## config.mk

```make
export PLATFORM = sky130hd
export DESIGN_NAME = optab_ctrl
export DESIGN_NICKNAME = d
export VERILOG_FILES = /design/src/hdl/optab_pkg.sv /design/src/hdl/optab_ctrl.sv
export SDC_FILE = /design/constraint.sdc
export NUM_CORES = 1
export LEC_CHECK = 0
export BUFFER_PORTS_ARGS = -buffer_cell sky130_fd_sc_hd__buf_2
export CAP_MARGIN = 5
export CORE_AREA = 2 2 39 41
export CTS_CLUSTER_SIZE = 25
export DETAILED_ROUTE_END_ITERATION = 10
export DIE_AREA = 0 0 41 43
export GPL_TIMING_DRIVEN = 0
export PLACE_DENSITY = 0.65
export REMOVE_ABC_BUFFERS = 1
export SETUP_SLACK_MARGIN = 0.05
export SYNTH_ARGS = -nofsm -noshare
export SYNTH_HDL_FRONTEND = slang
export SYNTH_SLANG_ARGS = --single-unit
```

## constraint.sdc

```tcl
create_clock -name clk -period 1.3 [get_ports clk]
set_input_delay 0.13 -clock clk [delete_from_list [all_inputs] [get_ports clk]]
set_output_delay 0.13 -clock clk [all_outputs]
set_load 0.05 [all_outputs]
```

## src/hdl/optab_pkg.sv

```systemverilog
// Shared types, constants and codes for the object pointer registry table.
`timescale 1ns / 1ps
`default_nettype none

package optab_pkg;

    localparam int DEF_ENTRIES      = 128;
    localparam int DEF_POINTER_BITS = 32;
    localparam int DEF_TYPE_BITS    = 4;
    localparam int OP_BITS          = 2;
    localparam int COUNT_OUT_BITS   = 8;

    typedef enum logic [OP_BITS-1:0] {
        OP_REGISTER   = 2'd0,
        OP_DEREGISTER = 2'd1,
        OP_VALIDATE   = 2'd2
    } op_t;

    typedef enum logic [2:0] {
        ST_IDLE,
        ST_DECODE,
        ST_SCAN_RD,
        ST_SCAN_CMP,
        ST_APPEND,
        ST_SHIFT_RD,
        ST_SHIFT_WR,
        ST_RESP
    } state_t;

    // Commands from the controller to the datapath.
    typedef struct packed {
        logic capture;     // load the request word, clear index and flag
        logic idx_inc;
        logic rd_en;
        logic rd_next;     // read at index + 1 instead of index
        logic wr_append;   // write the request pair at the live count
        logic wr_shift;    // write the last read entry at the index
        logic cnt_inc;
        logic cnt_dec;
        logic ok_set;
        logic rsp_load;
    } ctrl_cmd_t;

    // Status from the datapath to the controller.
    typedef struct packed {
        logic [OP_BITS-1:0] op;
        logic               ptr_null;
        logic               full;
        logic               idx_at_end;  // index equals live count
        logic               shift_end;   // index + 1 equals live count
        logic               match;       // read entry equals request pair
        logic               out_free;    // response register can take a word
    } ctrl_sts_t;

endpackage

`default_nettype wire

```

## src/hdl/optab_ctrl.sv

```systemverilog
// Controller state machine: sequences scan, append and compaction steps.
`timescale 1ns / 1ps
`default_nettype none

module optab_ctrl (
    input  wire logic                  clk,
    input  wire logic                  rst_n,
    input  wire logic                  req_valid,
    output logic                       req_ready,
    input  wire optab_pkg::ctrl_sts_t  sts,
    output optab_pkg::ctrl_cmd_t       cmd
);
    import optab_pkg::*;

    state_t state_reg;
    state_t state_next;

    always_ff @(posedge clk or negedge rst_n)
    begin
        if (!rst_n)
        begin
            state_reg <= ST_IDLE;
        end
        else
        begin
            state_reg <= state_next;
        end
    end

    assign req_ready = (state_reg == ST_IDLE);

    always_comb
    begin
        state_next = state_reg;
        cmd        = '0;
        case (state_reg)
            ST_IDLE:
            begin
                if (req_valid)
                begin
                    cmd.capture = 1'b1;
                    state_next  = ST_DECODE;
                end
            end
            ST_DECODE:
            begin
                if (sts.ptr_null)
                begin
                    state_next = ST_RESP;
                end
                else if (sts.op == OP_REGISTER)
                begin
                    // A full table refuses even a pair that is already present.
                    state_next = sts.full ? ST_RESP : ST_SCAN_RD;
                end
                else if (sts.op == OP_DEREGISTER || sts.op == OP_VALIDATE)
                begin
                    state_next = ST_SCAN_RD;
                end
                else
                begin
                    state_next = ST_RESP;
                end
            end
            ST_SCAN_RD:
            begin
                if (sts.idx_at_end)
                begin
                    state_next = (sts.op == OP_REGISTER) ? ST_APPEND : ST_RESP;
                end
                else
                begin
                    cmd.rd_en  = 1'b1;
                    state_next = ST_SCAN_CMP;
                end
            end
            ST_SCAN_CMP:
            begin
                if (sts.match)
                begin
                    if (sts.op == OP_DEREGISTER)
                    begin
                        state_next = ST_SHIFT_RD;
                    end
                    else
                    begin
                        cmd.ok_set = 1'b1;
                        state_next = ST_RESP;
                    end
                end
                else
                begin
                    cmd.idx_inc = 1'b1;
                    state_next  = ST_SCAN_RD;
                end
            end
            ST_APPEND:
            begin
                cmd.wr_append = 1'b1;
                cmd.cnt_inc   = 1'b1;
                cmd.ok_set    = 1'b1;
                state_next    = ST_RESP;
            end
            ST_SHIFT_RD:
            begin
                if (sts.shift_end)
                begin
                    cmd.cnt_dec = 1'b1;
                    cmd.ok_set  = 1'b1;
                    state_next  = ST_RESP;
                end
                else
                begin
                    cmd.rd_en   = 1'b1;
                    cmd.rd_next = 1'b1;
                    state_next  = ST_SHIFT_WR;
                end
            end
            ST_SHIFT_WR:
            begin
                cmd.wr_shift = 1'b1;
                cmd.idx_inc  = 1'b1;
                state_next   = ST_SHIFT_RD;
            end
            ST_RESP:
            begin
                if (sts.out_free)
                begin
                    cmd.rsp_load = 1'b1;
                    state_next   = ST_IDLE;
                end
            end
            default:
            begin
                state_next = ST_IDLE;
            end
        endcase
    end
endmodule

`default_nettype wire

```

==> impl_metrics.toml <==
[run_status]
status = "finished, violations left"
violations = "negative setup slack"

[timing]
max_freq_mhz = 677
hold_slack_ns = 0.189
fin_worst_skew_ns = 0.00115
hold_violations = 0
rsz0062_at_grt = "true"
setup_viol = 13
finalCritPeriodShare_pct = 114
finalWorstSetupSlack_ns = -0.177
drv_slew = 0
setup_tns_ns = -1.57
worstMarginPinSlew_ns = 0.275
timing.slew.headroom_pct = 81.4
period_minus_slack_ns = 1.48

[finish]
finish.instance_area_sq_um = 866
area_growth_pct = 114
instances_no_fill = 111
insertedDiodeCount = 0
largest_register_ffs = 3
multi_input_area_sq_um = 343
fill_cells = 112
drive_above_1_share_pct = 66.3
final_nets = 109
regArea_sq_um = 78.8

[logic_synthesis]
synthFlopType = "dfrtp_1"
synth_cell_types = 29
yosys_warnings = 0
synth_top_cell_by_area = "dfrtp_1"
avgSynthCellArea_sq_um = 7.65
netlist_area_sq_um = 405
postSynthCellCount = 53
yosysTopAreaCellShare_pct = 18.5
ys_ff_latch = 3
synthTopCellsByArea = "dfrtp_1 (19%), buf_6 (8.3%), ha_1 (6.2%)"
ys_seq_area_share_pct = 18.5
synth-edff-count = 0
yosysMostFrequentCell = "nand2_1"
postSynth.asyncResetShare_pct = 100

[routing]
ant_nets = 0
wl_met2_microns = 982
vias_per_cell = 5.24
dr.pass1.iters = 4
dr.max_layer_used = "met4"
met1Wirelength_microns = 643
met3_length_microns = 115
routed_wl_mm = 1.80
wire_per_inst_microns = 16.3
vias = 582
drc = 0
first_iter_violations = 23

[worst_setup_path]
worstPathCellList = "clkinv_4, and3_4, a21o_1, buf_6"
cpMaxStageDelayCell = "dfrtp_2"
cp-start-kind = "flop"
slowest_delay_ns = 0.46
cp_num_buf_inv = 2
worstSetupPathType = "flop to output pin"
critPathTopFamily = "flip-flops"
rr_worst_depth = 7
required_ns = 1.17
cp-end-kind = "output pin"
r2r_slack_ns = -0.17
r2r-start = "state_reg[1]"
arrival_ns = 1.35
reg2reg_to = "state_reg[2]"
cp_max_fo = 7

[clock_network]
insertion_delay_ns = 0.24
htreeDepth = 1
cts_max_path_buffers = 2
cts_root_buf = "clkbuf_4"
cts_buffers = 3
cts.clk_slew.worst_paths_ns = 0.03
clock_sinks = 3
tritoncts = "done"

[placement]
numPlacedInstances = 86
portBuffers = 21
place.gp.congestion = 0.723
place_area_sq_um = 489
place_hpwl_microns = 725

[floorplanning]
die_w_microns = 41
core_sq_um = 1380
start_util_pct = 29.3
die-area_sq_um = 1760
rows = 14
io_pins = 22
die_height_microns = 43

[global_routing]
grt_max_degree = 12
grt_usage_pct = 16.4
grt_pass1_wl_mm = 1.94
overflow = 0
grt_pass1_vias = 472
antenna_found_initial = 0

[hold_path]
min-delay-start = "req_valid"
hold_end = "state_reg[0]"
holdPathStages = 3
hold_class = "primary input to flop"

[power]
p_leak_uw = 0.000410
powerDensity_nw_per_um2 = 2900
irDropWorstVdd_mv = 1.20

[run]
drv_cap = 0
what timing repair did:
action,CTS,global route
hold endpoints to repair,3,0
setup buffers,10,10
setup endpoints to repair,13,13
gates resized for setup,22,30
cloned,0,0
hold buffers,1,0
pin swaps,2,6
cells in the final DEF (no fill, tap or decap), drive strengths merged, types with 2 or more instances in the layout:
cell / instances
buf: 41
nand2: 5
nor3: 4
clkbuf: 4
o21ai: 4
inv: 3
and3: 3
a21oi: 3
dfrtp: 3
nor2: 3
clkinv: 2
nor2b: 2
nand2b: 2
a31oi: 2
ha: 2
a21boi: 2
logic make-up (layout without fill, tap and decap cells):
family          after synthesis  in the layout  synth area share, %
flops                         3              3                 18.5
simple gates                 23             23                 32.1
buf+inv                       9             51                 16.0
compound gates               16             16                 27.2
fa+ha+maj                     2              2                 6.17
through the flow:
| step | power (uW) | worst slack (ns) | util, % |
|---|---|---|---|
| floorplan | 1070 | -1.46 | - |
| global placement | 1300 | -0.126 | 35.4 |
| detailed placement | 1300 | -0.127 | 35.4 |
| CTS | 1900 | -0.131 | 48.9 |
| global route | 2630 | -0.236 | 62.6 |
| finish | 2510 | -0.177 | 62.6 |
worst max-delay path by stage:
stage,from,end,depth (start not counted)
finish,state_reg[0],cmd[7],4
global route,state_reg[0],cmd[7],4
CTS,state_reg[1],cmd[7],4
global placement,state_reg[1],cmd[7],3
floorplan,state_reg[1],cmd[3],1
detailed placement,state_reg[1],cmd[7],3
worst reg2reg max path: cells and delay by family, from the launching register on:
kind,cells,cell delay (ns)
buffers and inverters,4,0.47
flip-flops,1,0.40
AO/OA/AOI/OAI,1,0.29
AND/OR/NAND/NOR,2,0.17
layer usage:
metal  global-route usage (%)  vias to the layer above
li1                         -                      280
met1                     22.0                      268
met2                     22.5                       30
met3                     1.05                        4
met4                     14.0                        0
met5                        0                        -
final cells by class:
cell class / count / area share, %
repair buffers: 42 / 42.6
multi-input cells: 41 / 39.6
flip-flops and latches: 3 / 9.10
inverters: 5 / 3.32
clock buffers: 4 / 3.03
well taps: 16 / 2.31
power breakdown:
group / internal [uW] / switching (uW)
sequential: 155 / 128
clock: 115 / 49.8
combinational: 962 / 1100
Note: power is estimated with default switching activity, not from simulation.
